### src/rtl/core/stepper_trapezoid_ramp_generator_unit_macros.svh
// Assertion macros for the stepper ramp generator.
// Used by the top level only; expects clk and rst_n in scope.
`ifndef STEPPER_TRAPEZOID_RAMP_GENERATOR_UNIT_MACROS_SVH
`define STEPPER_TRAPEZOID_RAMP_GENERATOR_UNIT_MACROS_SVH

// Same-cycle implication.
`define STRG_ASSERT_NOW(lbl, ante, cons, msg) \
    lbl: assert property (@(posedge clk) disable iff (!rst_n) (ante) |-> (cons)) \
        else $error(msg);

// Next-cycle implication.
`define STRG_ASSERT_NEXT(lbl, ante, cons, msg) \
    lbl: assert property (@(posedge clk) disable iff (!rst_n) (ante) |=> (cons)) \
        else $error(msg);

`endif

### src/rtl/core/strg_pkg.sv
// Shared types and constants for the stepper ramp generator.
// No dependencies.
package strg_pkg;

    localparam int ACC_W   = 74;  // product / dividend width
    localparam int DVS_W   = 34;  // divisor width
    localparam int Q_W     = 42;  // quotient width that is used
    localparam int IV_W    = 40;  // interval width
    localparam int CNT_W   = 7;

    localparam logic [CNT_W-1:0] ITER_DIV1 = 7'd41;
    localparam logic [CNT_W-1:0] ITER_MUL  = 7'd32;
    localparam logic [CNT_W-1:0] ITER_DIV2 = 7'd74;

    localparam logic [IV_W-1:0] IV_MAX = {IV_W{1'b1}};

    localparam logic [2:0] OP_TICK    = 3'd0;
    localparam logic [2:0] OP_REL     = 3'd1;
    localparam logic [2:0] OP_ABS     = 3'd2;
    localparam logic [2:0] OP_STOP    = 3'd3;
    localparam logic [2:0] OP_SETPOS  = 3'd4;

    localparam logic [2:0] REG_FIRST_IV = 3'd0;
    localparam logic [2:0] REG_RAMP     = 3'd1;
    localparam logic [2:0] REG_PW       = 3'd2;
    localparam logic [2:0] REG_INV      = 3'd3;

    typedef struct packed {
        logic             start;
        logic             is_div;
        logic [CNT_W-1:0] iters;
    } mdu_cmd_t;

    typedef struct packed {
        logic busy;
        logic done;
    } mdu_stat_t;

endpackage

### src/rtl/core/strg_mdu.sv
// Iterative multiply / divide unit built around one shared adder.
// Depends on strg_pkg.
module strg_mdu
    import strg_pkg::*;
(
    input  logic             clk,
    input  logic             rst_n,
    input  mdu_cmd_t         cmd,
    input  logic [ACC_W-1:0] opa,
    input  logic [DVS_W-1:0] opb,
    output mdu_stat_t        stat,
    output logic [ACC_W-1:0] result
);

    logic [ACC_W-1:0] acc_reg, acc_next;
    logic [DVS_W-1:0] rem_reg, rem_next;
    logic [ACC_W-1:0] opr_reg, opr_next;
    logic [31:0]      mier_reg, mier_next;
    logic [CNT_W-1:0] cnt_reg, cnt_next;
    logic             div_reg, div_next;
    logic             busy_reg, busy_next;
    logic             done_reg, done_next;

    logic [ACC_W-1:0] add_x, add_y;
    logic [ACC_W:0]   sum;
    logic             ge;

    // One adder serves both the trial subtract and the shift-add step.
    always_comb
    begin
        if (div_reg)
        begin
            add_x = {{(ACC_W-DVS_W-1){1'b0}}, rem_reg, acc_reg[ACC_W-1]};
            add_y = ~opr_reg;
        end
        else
        begin
            add_x = {acc_reg[ACC_W-2:0], 1'b0};
            add_y = mier_reg[31] ? opr_reg : '0;
        end
        sum = {1'b0, add_x} + {1'b0, add_y} + {{ACC_W{1'b0}}, div_reg};
        ge  = sum[ACC_W];
    end

    always_comb
    begin
        acc_next  = acc_reg;
        rem_next  = rem_reg;
        opr_next  = opr_reg;
        mier_next = mier_reg;
        cnt_next  = cnt_reg;
        div_next  = div_reg;
        busy_next = busy_reg;
        done_next = 1'b0;
        if (cmd.start)
        begin
            div_next  = cmd.is_div;
            cnt_next  = cmd.iters;
            busy_next = 1'b1;
            rem_next  = '0;
            if (cmd.is_div)
            begin
                acc_next = opa;
                opr_next = {{(ACC_W-DVS_W){1'b0}}, opb};
            end
            else
            begin
                acc_next  = '0;
                opr_next  = opa;
                mier_next = opb[31:0];
            end
        end
        else if (busy_reg)
        begin
            if (div_reg)
            begin
                rem_next = ge ? sum[DVS_W-1:0] : add_x[DVS_W-1:0];
                acc_next = {acc_reg[ACC_W-2:0], ge};
            end
            else
            begin
                acc_next  = sum[ACC_W-1:0];
                mier_next = {mier_reg[30:0], 1'b0};
            end
            cnt_next = cnt_reg - 1'b1;
            if (cnt_reg == 7'd1)
            begin
                busy_next = 1'b0;
                done_next = 1'b1;
            end
        end
    end

    always_ff @(posedge clk or negedge rst_n)
    begin
        if (!rst_n)
        begin
            cnt_reg  <= '0;
            div_reg  <= 1'b0;
            busy_reg <= 1'b0;
            done_reg <= 1'b0;
        end
        else
        begin
            cnt_reg  <= cnt_next;
            div_reg  <= div_next;
            busy_reg <= busy_next;
            done_reg <= done_next;
        end
    end

    always_ff @(posedge clk)
    begin
        acc_reg  <= acc_next;
        rem_reg  <= rem_next;
        opr_reg  <= opr_next;
        mier_reg <= mier_next;
    end

    assign stat.busy = busy_reg;
    assign stat.done = done_reg;
    assign result    = acc_reg;

endmodule

### src/rtl/core/stepper_trapezoid_ramp_generator_unit.sv
// Top level of the stepper trapezoidal ramp generator: tick sequencer and state.
// Depends on strg_pkg, strg_mdu and the assertion macro header.
//
//  channel  | direction | handshake              | content
//  s_axis   | in        | tvalid / tready        | one tick word, opcode in tuser
//  m_axis   | out       | tvalid / tready        | one status word per tick
//  cfg      | in        | cfg_valid / cfg_ready  | register index and data
//
// A tick without a new step interval goes from S_IDLE to S_APPLY, which registers the result.
// A tick that starts a step inside the ramps also passes S_PREP, S_DIV1, S_MUL and S_DIV2: one divide
// (41 iterations), one multiply (32) and one divide (74) in the shared unit.
// No input word is taken while a result waits; reset needs no clearing pass.
`include "stepper_trapezoid_ramp_generator_unit_macros.svh"

module stepper_trapezoid_ramp_generator_unit
    import strg_pkg::*;
#(
    parameter int POSITION_WIDTH = 32,
    parameter int FRACTION_BITS  = 8
)
(
    input  logic        clk,
    input  logic        rst_n,
    input  logic        s_axis_tvalid,
    output logic        s_axis_tready,
    input  logic [31:0] s_axis_tdata,   // [31:0] operand_value
    input  logic [2:0]  s_axis_tuser,   // [2:0] opcode
    output logic        m_axis_tvalid,
    input  logic        m_axis_tready,
    // [0] step_level, [1] dir_level, [2] running, [34:3] current_position,
    // [58:35] current_interval, [63:59] zero
    output logic [63:0] m_axis_tdata,
    input  logic        cfg_valid,
    output logic        cfg_ready,
    input  logic [2:0]  cfg_index,
    input  logic [31:0] cfg_data
);

    typedef enum logic [2:0] {S_IDLE, S_PREP, S_DIV1, S_MUL, S_DIV2, S_APPLY} state_t;

    state_t state_reg, state_next;

    logic [31:0] fi_reg;
    logic [30:0] rs_reg;
    logic [15:0] pw_reg;
    logic        inv_reg;

    logic [POSITION_WIDTH-1:0] pos_reg, pos_next;
    logic        active_reg, active_next;
    logic        fwd_reg, fwd_next;
    logic        stop_reg, stop_next;
    logic        open_reg, open_next;
    logic [31:0] total_reg, total_next;
    logic [31:0] stepn_reg, stepn_next;
    logic [31:0] ramp_reg, ramp_next;
    logic [IV_W-1:0] ivl_reg, ivl_next;
    logic [32:0] ticks_reg, ticks_next;
    logic [2:0]  op_reg, op_next;
    logic [31:0] opnd_reg, opnd_next;
    logic        accel_reg, accel_next;
    logic [31:0] fa_reg, fa_next;
    logic [DVS_W-1:0] fc_reg, fc_next;
    logic        tvalid_reg, tvalid_next;
    logic [63:0] tdata_reg, tdata_next;

    mdu_cmd_t         mcmd;
    mdu_stat_t        mstat;
    logic [ACC_W-1:0] mopa, mres;
    logic [DVS_W-1:0] mopb;

    logic in_acc;

    // Tick advance terms
    logic [32:0] t_inc, e_w, p_w;
    logic [IV_W-1:0] pint;
    logic        pend, endmove, open_a, act_a, fire;
    logic [32:0] stepn_inc;

    // Ramp step terms
    logic [32:0] j_w;
    logic [31:0] n3;
    logic        is_acc, is_dec;

    // Command terms
    logic [63:0] pos_z, set_v;
    logic [31:0] cnt_v, mag_v, half_v, ramp_v;
    logic        fwd_v;
    logic [Q_W-1:0]  dq;
    logic [Q_W:0]    dsum;
    logic [IV_W-1:0] ivl_dec;
    logic [IV_W-1:0] iv_int;
    logic [23:0]     iv_sat;

    function automatic logic [IV_W-1:0] raise_iv(input logic [IV_W-1:0] x,
                                                 input logic [15:0] pw);
        logic [IV_W-1:0] fl;
        fl = IV_W'(pw) << FRACTION_BITS;
        return (x < fl) ? fl : x;
    endfunction

    strg_mdu u_mdu
    (
        .clk    (clk),
        .rst_n  (rst_n),
        .cmd    (mcmd),
        .opa    (mopa),
        .opb    (mopb),
        .stat   (mstat),
        .result (mres)
    );

    assign s_axis_tready = (state_reg == S_IDLE) && !tvalid_reg;
    assign in_acc        = s_axis_tvalid && s_axis_tready;
    assign cfg_ready     = 1'b1;
    assign m_axis_tvalid = tvalid_reg;
    assign m_axis_tdata  = tdata_reg;

    always_ff @(posedge clk or negedge rst_n)
    begin
        if (!rst_n)
        begin
            fi_reg  <= 32'd256000;
            rs_reg  <= 31'd100;
            pw_reg  <= 16'd5;
            inv_reg <= 1'b0;
        end
        else if (cfg_valid)
        begin
            case (cfg_index)
                REG_FIRST_IV: fi_reg  <= cfg_data;
                REG_RAMP:     rs_reg  <= cfg_data[30:0];
                REG_PW:       pw_reg  <= cfg_data[15:0];
                REG_INV:      inv_reg <= cfg_data[0];
                default:      ;
            endcase
        end
    end

    // Advance of the running move for one tick.
    always_comb
    begin
        t_inc     = ticks_reg + 33'd1;
        e_w       = (pw_reg == 16'd0) ? 33'd1 : 33'(pw_reg);
        stepn_inc = 33'(stepn_reg) + 33'd1;
        pend      = active_reg && open_reg && (t_inc >= e_w);
        endmove   = pend && (stop_reg || (stepn_inc >= 33'(total_reg)));
        act_a     = active_reg && !endmove;
        open_a    = pend ? 1'b0 : open_reg;
        pint      = ivl_reg >> FRACTION_BITS;
        p_w       = ({1'b0, pint} < {{(IV_W-32){1'b0}}, e_w}) ? e_w : pint[32:0];
        if (pint > IV_W'(33'h1_FFFF_FFFF))
            p_w = 33'h1_FFFF_FFFF;
        fire      = act_a && !open_a && (t_inc >= p_w);
    end

    // Ramp step selection from the registered state.
    always_comb
    begin
        j_w    = stepn_inc;
        n3     = total_reg - ramp_reg;
        is_acc = j_w < 33'(ramp_reg);
        is_dec = !is_acc && (j_w >= 33'(n3)) && (ramp_reg >= 32'd2);
    end

    // Command terms and interval update from the divide result.
    always_comb
    begin
        pos_z  = 64'(pos_reg);
        set_v  = {{32{opnd_reg[31]}}, opnd_reg};
        cnt_v  = (op_reg == OP_ABS) ? (opnd_reg - pos_z[31:0]) : opnd_reg;
        fwd_v  = !cnt_v[31];
        mag_v  = fwd_v ? cnt_v : (32'd0 - cnt_v);
        half_v = mag_v >> 1;
        ramp_v = (32'(rs_reg) < half_v) ? 32'(rs_reg) : half_v;
        dq     = mres[Q_W-1:0];
        dsum   = {1'b0, {(Q_W-IV_W){1'b0}}, ivl_reg} + {1'b0, dq};
        ivl_dec = (dsum > (Q_W+1)'(IV_MAX)) ? IV_MAX : dsum[IV_W-1:0];
    end

    always_comb
    begin
        state_next  = state_reg;
        pos_next    = pos_reg;
        active_next = active_reg;
        fwd_next    = fwd_reg;
        stop_next   = stop_reg;
        open_next   = open_reg;
        total_next  = total_reg;
        stepn_next  = stepn_reg;
        ramp_next   = ramp_reg;
        ivl_next    = ivl_reg;
        ticks_next  = ticks_reg;
        op_next     = op_reg;
        opnd_next   = opnd_reg;
        accel_next  = accel_reg;
        fa_next     = fa_reg;
        fc_next     = fc_reg;
        tvalid_next = tvalid_reg && !m_axis_tready;
        tdata_next  = tdata_reg;
        mcmd        = '0;
        mopa        = '0;
        mopb        = '0;
        iv_int      = '0;
        iv_sat      = '0;

        case (state_reg)
            S_IDLE:
            begin
                if (in_acc)
                begin
                    op_next   = s_axis_tuser;
                    opnd_next = s_axis_tdata;
                    if (active_reg)
                    begin
                        if (pend)
                            pos_next = fwd_reg ? pos_reg + 1'b1 : pos_reg - 1'b1;
                        active_next = act_a;
                        if (endmove)
                            stop_next = 1'b0;
                        open_next  = fire ? 1'b1 : open_a;
                        stepn_next = fire ? stepn_inc[31:0] : stepn_reg;
                        ticks_next = fire ? 33'd0 : t_inc;
                    end
                    // A new interval is due when a pulse starts that is not the last.
                    if (active_reg && fire && (33'(stepn_inc[31:0]) + 33'd1 < 33'(total_reg)))
                        state_next = S_PREP;
                    else
                        state_next = S_APPLY;
                end
            end

            S_PREP:
            begin
                accel_next = is_acc;
                if (is_acc)
                begin
                    fa_next    = ramp_reg - stepn_reg;
                    fc_next    = DVS_W'(ramp_reg);
                    mcmd       = '{start: 1'b1, is_div: 1'b1, iters: ITER_DIV1};
                    mopa       = {ivl_reg, 1'b0, {(ACC_W-IV_W-1){1'b0}}};
                    mopb       = {stepn_reg, 2'b01};
                    state_next = S_DIV1;
                end
                else if (is_dec)
                begin
                    fa_next    = j_w[31:0] - n3;
                    fc_next    = DVS_W'(ramp_reg - 32'd1);
                    mcmd       = '{start: 1'b1, is_div: 1'b1, iters: ITER_DIV1};
                    mopa       = {ivl_reg, 1'b0, {(ACC_W-IV_W-1){1'b0}}};
                    mopb       = {total_reg - stepn_reg - 32'd2, 2'b11};
                    state_next = S_DIV1;
                end
                else
                begin
                    ivl_next   = raise_iv(ivl_reg, pw_reg);
                    state_next = S_APPLY;
                end
            end

            S_DIV1:
            begin
                if (mstat.done)
                begin
                    mcmd       = '{start: 1'b1, is_div: 1'b0, iters: ITER_MUL};
                    mopa       = {{(ACC_W-Q_W){1'b0}}, mres[Q_W-1:0]};
                    mopb       = {2'b00, fa_reg};
                    state_next = S_MUL;
                end
            end

            S_MUL:
            begin
                if (mstat.done)
                begin
                    mcmd       = '{start: 1'b1, is_div: 1'b1, iters: ITER_DIV2};
                    mopa       = mres;
                    mopb       = fc_reg;
                    state_next = S_DIV2;
                end
            end

            S_DIV2:
            begin
                if (mstat.done)
                begin
                    if (accel_reg)
                        ivl_next = raise_iv(ivl_reg - dq[IV_W-1:0], pw_reg);
                    else
                        ivl_next = raise_iv(ivl_dec, pw_reg);
                    state_next = S_APPLY;
                end
            end

            S_APPLY:
            begin
                if ((op_reg == OP_REL) || (op_reg == OP_ABS))
                begin
                    if (!active_reg)
                    begin
                        fwd_next = fwd_v;
                        if (mag_v != 32'd0)
                        begin
                            active_next = 1'b1;
                            stop_next   = 1'b0;
                            open_next   = 1'b1;
                            total_next  = mag_v;
                            stepn_next  = '0;
                            ramp_next   = ramp_v;
                            ivl_next    = raise_iv(IV_W'(fi_reg), pw_reg);
                            ticks_next  = '0;
                        end
                    end
                end
                else if (op_reg == OP_STOP)
                begin
                    if (active_reg)
                        stop_next = 1'b1;
                end
                else if (op_reg == OP_SETPOS)
                begin
                    pos_next = set_v[POSITION_WIDTH-1:0];
                end

                iv_int = ivl_next >> FRACTION_BITS;
                iv_sat = (iv_int > IV_W'(24'hFF_FFFF)) ? 24'hFF_FFFF : iv_int[23:0];
                tdata_next = {5'b0, iv_sat, 32'(pos_next), active_next, (!fwd_next) ^ inv_reg,
                              active_next && open_next && (pw_reg != 16'd0)};
                tvalid_next = 1'b1;
                state_next  = S_IDLE;
            end

            default:
            begin
                state_next = S_IDLE;
            end
        endcase
    end

    always_ff @(posedge clk or negedge rst_n)
    begin
        if (!rst_n)
        begin
            state_reg  <= S_IDLE;
            pos_reg    <= '0;
            active_reg <= 1'b0;
            fwd_reg    <= 1'b0;
            stop_reg   <= 1'b0;
            open_reg   <= 1'b0;
            total_reg  <= '0;
            stepn_reg  <= '0;
            ramp_reg   <= '0;
            ivl_reg    <= '0;
            ticks_reg  <= '0;
            tvalid_reg <= 1'b0;
        end
        else
        begin
            state_reg  <= state_next;
            pos_reg    <= pos_next;
            active_reg <= active_next;
            fwd_reg    <= fwd_next;
            stop_reg   <= stop_next;
            open_reg   <= open_next;
            total_reg  <= total_next;
            stepn_reg  <= stepn_next;
            ramp_reg   <= ramp_next;
            ivl_reg    <= ivl_next;
            ticks_reg  <= ticks_next;
            tvalid_reg <= tvalid_next;
        end
    end

    always_ff @(posedge clk)
    begin
        op_reg    <= op_next;
        opnd_reg  <= opnd_next;
        accel_reg <= accel_next;
        fa_reg    <= fa_next;
        fc_reg    <= fc_next;
        tdata_reg <= tdata_next;
    end

    `STRG_ASSERT_NOW(a_ready_no_pending, s_axis_tready, !m_axis_tvalid, "ready while a result waits")
    `STRG_ASSERT_NEXT(a_busy_after_accept, in_acc, !s_axis_tready, "ready right after accept")
    `STRG_ASSERT_NOW(a_step_needs_run, m_axis_tvalid && m_axis_tdata[0], m_axis_tdata[2], "step without move")
    `STRG_ASSERT_NOW(a_mdu_idle_in_idle, state_reg == S_IDLE, !mstat.busy, "arithmetic unit busy while idle")

endmodule

### config.mk
export PLATFORM = sky130hd
export DESIGN_NAME = stepper_trapezoid_ramp_generator_unit
export DESIGN_NICKNAME = d
export VERILOG_FILES = /design/src/rtl/core/strg_pkg.sv /design/src/rtl/core/strg_mdu.sv /design/src/rtl/core/stepper_trapezoid_ramp_generator_unit.sv
export VERILOG_INCLUDE_DIRS = /design/src /design/src/rtl/core
export SDC_FILE = /design/constraint.sdc
export NUM_CORES = 2
export LEC_CHECK = 0
export BUFFER_PORTS_ARGS = -buffer_cell sky130_fd_sc_hd__buf_4
export CAP_MARGIN = 20
export CORE_MARGIN = 5
export CORE_UTILIZATION = 40
export DETAILED_ROUTE_END_ITERATION = 12
export GPL_TIMING_DRIVEN = 0
export PLACE_DENSITY_LB_ADDON = 0.12
export REMOVE_ABC_BUFFERS = 1
export SETUP_SLACK_MARGIN = 0.05
export SYNTH_ARGS = -nofsm -noshare
export SYNTH_HDL_FRONTEND = slang
export SYNTH_HIERARCHICAL = 1
export SYNTH_SLANG_ARGS = --single-unit
### constraint.sdc
create_clock -name clk -period 12.7 [get_ports clk]
set_clock_uncertainty 0.05 [all_clocks]
set_input_delay 0.635 -clock clk [delete_from_list [all_inputs] [get_ports clk]]
set_output_delay 0.635 -clock clk [all_outputs]
set_load 0.03 [all_outputs]
# Yosys cells after proc, flatten, opt, wreduce, memory -nomap -nowiden
# Index checks and enable logic that the tools add are counted.
dict set report classes {
  add_sub_neg 18
  reduce_logical 51
  bitwise_logic 3
  n_eq_ne 33
  n_mux 119
  order_cmp 16
}
# operator count
set ops {}
lappend ops {{$mux W32} 25}
lappend ops {{$mux W74} 10}
lappend ops {{$mux W40} 12}
lappend ops {{$mux W33} 7}
lappend ops {{$pmux W74 S3} 1}
lappend ops {{$mux W34} 6}
lappend ops {{$sub A32 B32 Y32} 5}
lappend ops {{$pmux W32 S2} 2}
lappend ops {{$lt A40 B24 Y1} 3}
lappend ops {{$pmux W40 S3} 1}
lappend ops {{$pmux W34 S3} 1}
lappend ops {{$add A74 B74 Y75} 1}
lappend ops {{$add A75 B1 Y75} 1}
lappend ops {{$not A74 Y74} 1}
lappend ops {{$add A32 B1 Y33 const B} 2}
lappend ops {{$ge A33 B32 Y1} 2}
lappend ops {{$lt A33 B32 Y1} 2}
lappend ops {{$pmux W33 S2} 1}
lappend ops {{$add A40 B42 Y43} 1}
lappend ops {{$gt A43 B40 Y1 const B} 1}
lappend ops {{$mux W42} 1}
lappend ops {{$sub A40 B40 Y40} 1}
lappend ops {{$mux W9} 4}
lappend ops {{$add A33 B1 Y33 const B} 1}
lappend ops {{other kinds (47)} 148}
dict set report word_totals {
  wordCells 274
  input_bits 75
  output_inout_bits 67
  register_bits 674
}

# Depth between registers and ports, before layout
dict set report depth {
  word_depth 14
  mapped_depth 39
  mapped_depth_nobuf 36
}

# Modules after synthesis
# Netlist, hierarchy kept.
# mod area_per_inst_um2 instances seq_area_each_um2 cells_per_inst
set by_module_without_submodules {}
lappend by_module_without_submodules {stepper_trapezoid_ramp_generator_unit 44889.3 1 12025.3 5369}
lappend by_module_without_submodules {strg_mdu 15838.9 1 6336.1 1728}

# Least setup slack after synthesis
# No wires, ideal clock.
dict set report synth_timing {
  kind {register to register}
  startpoint {register ramp_reg[1]}
  endpoint {register u_mdu.mier_reg[0] (enable)}
  setup_ps 421
  synth_period_minus_slack_ps 9882
  path_stages_with_launch 33
  n_path_buf 3
  setup_slack_ps 2818
  arrival_ps 9411
  required_time_ps 12229
  path_cell_list {dfrtp_1 > inv_1 > ha_1 > nor2b_1 > o21ai_0 > a21oi_1 > o21ai_0 > a211oi_1 > o31ai_1 > o21ai_0 > a2111o_1 > a31oi_1 > a21oi_1 > a41o_1 > o211a_1 > o21a_1 > o21a_1 > or2_2 > ha_1 > nand4_1 > nor4_1 > a211oi_1 > a21oi_1 > a21oi_1 > nor2b_1 > nand2b_1 > clkbuf_1 > clkbuf_1 > nand2_1 > and2_1 > clkbuf_1 > or2_2 > nor2_1}
}
# element line_no
set synth_rtl {}
lappend synth_rtl {{from (decl)} stepper_trapezoid_ramp_generator_unit.sv:55} ;# logic [31:0] ramp_reg, ramp_next;
lappend synth_rtl {{from (signal assigned)} stepper_trapezoid_ramp_generator_unit.sv:366} ;# ramp_reg <= ramp_next;
lappend synth_rtl {{to (signal assigned)} strg_mdu.sv:117} ;# mier_reg <= mier_next;
lappend synth_rtl {{to (decl)} strg_mdu.sv:18} ;# logic [31:0] mier_reg, mier_next;

==> tab_implementation.tex <==
\begin{tabular}{lr}
\hline
Metric & Value \\
\hline
\multicolumn{2}{l}{\textbf{Finish}} \\
\quad Area growth from synthesis to layout & 10.7\% \\
\quad Commonest cells after routing, fill and taps aside & 676 x sky130\_fd\_sc\_hd\_\_nand2\_1, 624 x sky130\_fd\_sc\_hd\_\_ha\_1, 527 x sky130\_fd\_sc\_hd\_\_o21ai\_0 \\
\quad Fraction of layout cells with a size suffix above 1 & 9.79\% \\
\quad Post-route non-filler standard cell count & 9,156 \\
\quad Fillers & 15,100 \\
\quad Final Core Density & 44.4\% \\
\quad Most common cell after layout, fill and taps aside & sky130\_fd\_sc\_hd\_\_nand2\_1 \\
\quad Fin nets & 7,755 \\
\multicolumn{2}{l}{\textbf{Timing}} \\
\quad Crit share post-route & 88.7\% \\
\quad RSZ-0062 raised after global routing & no \\
\quad Number of failing hold endpoints at the final stage & 0 \\
\quad Final critical path time including I/O delays and setup & 11,260 ps \\
\quad Maximum clock rate & 0.0888 GHz \\
\quad Actual transition at the worst max-transition pin & 1180 ps \\
\quad Setup-failing EPs final & 0 \\
\quad Worst slew margin & 20.5\% \\
\quad Max Slew Vio Count & 0 \\
\multicolumn{2}{l}{\textbf{Hold path}} \\
\quad HP Class & input port to flop \\
\quad Worst Hold Path Cells & 1 \\
\multicolumn{2}{l}{\textbf{GRT}} \\
\quad Global-route usage over all layers & 27.2\% \\
\quad Remaining global-route overflow & 0 \\
\quad Number of global-route vias before repair & 51,600 \\
\quad Wire length of the first global-routing pass & 332,000 um \\
\quad Initial antenna violation count & 11 \\
\quad Pin count of the biggest net entering global routing & 109 \\
\multicolumn{2}{l}{\textbf{Floorplan}} \\
\quad Area of the die & 160,000 um\^{}2 \\
\quad Total core area & 151,000 um\^{}2 \\
\quad Width of the die & 400 um \\
\quad Num rows & 143 \\
\quad Ports & 142 \\
\quad Die Span Y & 400 um \\
\quad Starting density of the core & 40.1\% \\
\multicolumn{2}{l}{\textbf{Synthesis}} \\
\quad Post-Synthesis Cells & 7,096 \\
\quad Mapped Area & 60,700 um\^{}2 \\
\quad Post-synthesis area per instance & 8.56 um\^{}2 \\
\quad Yosys warning count & 6 \\
\multicolumn{2}{l}{\textbf{Routing}} \\
\quad Routed via count & 54,200 \\
\quad DR DRC count & 0 \\
\quad Via-per-instance ratio & 5.91 \\
\quad Post-detailed-route count of antenna-violating nets & 0 \\
\quad Average detailed-routed wire length per instance & 24.4 um \\
\quad First-iteration detailed-routing DRC count & 4,184 \\
\quad Number of optimization iterations in the first detailed-route pass & 6 \\
\quad Final routed wirelength across all metal layers & 223,000 um \\
\multicolumn{2}{l}{\textbf{Worst setup path}} \\
\quad Type of destination of the critical path & flop \\
\quad Delay contributed by the slowest stage of the critical path & 760 ps \\
\quad Crit path DAT & 11,720 ps \\
\quad Sum of buffers and inverters on the critical path & 3 \\
\quad Crit path kind & flop to flop \\
\quad Number of gates on the worst path with buffers counted & 32 \\
\quad Gate family responsible for the most delay along the worst path & compound AO/OA/AOI/OAI gates \\
\quad Worst r2r path cells & 32 \\
\quad Startpoint Class & flop \\
\quad Crit-path max FO & 50 \\
\quad CP max-delay cell & sky130\_fd\_sc\_hd\_\_nor4\_1 \\
\quad Crit path required time & 13,160 ps \\
\multicolumn{2}{l}{\textbf{CTS}} \\
\quad Library cell used as clock root buffer & sky130\_fd\_sc\_hd\_\_clkbuf\_16 \\
\quad CTS Buf Count & 87 \\
\quad Clock-pin transition on the worst setup and hold timing paths & 60 ps \\
\quad Clk buf depth & 3 \\
\quad Post-CTS repair timing setup buffer count & 0 \\
\quad Number of gates resized after cts & 0 \\
\quad Cts-stage hold buffer count & 1 \\
\quad TritonCTS clock tree & yes \\
\quad Sink Count & 672 \\
\quad Worst-Skew Late Latency & 720 ps \\
\quad Count of H-tree levels built during CTS & 3 \\
\multicolumn{2}{l}{\textbf{Power}} \\
\quad Leak pwr & 28.6 nW \\
\quad Maximum VDD drop & 0.149 mV \\
\quad Total power divided by cell area & 318 nW/um\^{}2 \\
\multicolumn{2}{l}{\textbf{Job}} \\
\quad Max capacitance violation total & 0 \\
\multicolumn{2}{l}{\textbf{Placed design}} \\
\quad Final RePlAce weighted congestion & 0.940 \\
\quad Number of input and output port buffers inserted & 135 \\
\quad Cell total after placement & 8,984 \\
\quad Post-detailed-placement half-perimeter wirelength & 176,000 um \\
\multicolumn{2}{l}{\textbf{Status}} \\
\quad Outcome & finished, final reports clean \\
\hline
\end{tabular}
## worst paths after layout
path | to | slack, ps | start
setup / recovery | u_mdu/result[41] | 1440 | ramp_reg[1]
min in group asynchronous | total_reg[8] | 380 | rst_n
setup reg to reg | u_mdu/result[41] | 1440 | ramp_reg[1]
max in group asynchronous | ticks_reg[20] | 10770 | rst_n
hold / removal | opnd_reg[9] | 50 | s_axis_tdata[9]
hold reg to reg | u_mdu/rem_reg[33] | 410 | u_mdu/rem_reg[33]
## stage by stage
stage	power, W	TNS, ps	worst slack (ps)	hold slack (ps)	instance area (um^2)
CTS	0.0213	0	1560	1.70	67200
global placement	0.0184	-3920680	-14120	399	62800
finish	0.0214	0	1440	49.3	67200
floorplan	0.0143	-207040	-2360	289	59200
global route	0.0230	0	1130	13.0	67200
detailed placement	0.0185	0	1660	402	64200
## worst register-to-register path: cells and delay by family (launching register included)
kind | cells | cell delay [ps]
compound gates | 19 | 5080
fa+ha+maj | 2 | 790
buf+inv | 3 | 870
flops | 1 | 660
simple gates | 8 | 3610
## area by class of cell
class                      count  area, um^2  area share, %
inverter                     482        1820           2.71
tap                         2030        2540           3.78
clock inverter                53         636          0.945
timing repair buffer         204        2340           3.48
sequential                   672       18400           27.3
clock buffer                 110        2300           3.43
antenna                        6        15.0         0.0223
multi-input combinational   5599       39200           58.3
## power breakdown
group	leakage [nW]	internal (W)	switching, W	total, W
clock network	1.42	0.00152	0.00109	0.00261
logic	19.9	0.00561	0.00897	0.0146
registers	7.23	0.00333	0.000838	0.00417
total	28.6	0.0105	0.0109	0.0214
## per-layer routing
layer,GRT usage [%],wire [um]
met2,44.7,102000
met1,36.3,98500
met3,3.21,11600
met5,0,46
met4,11.3,11000
Power figures use the tool's default switching activity.
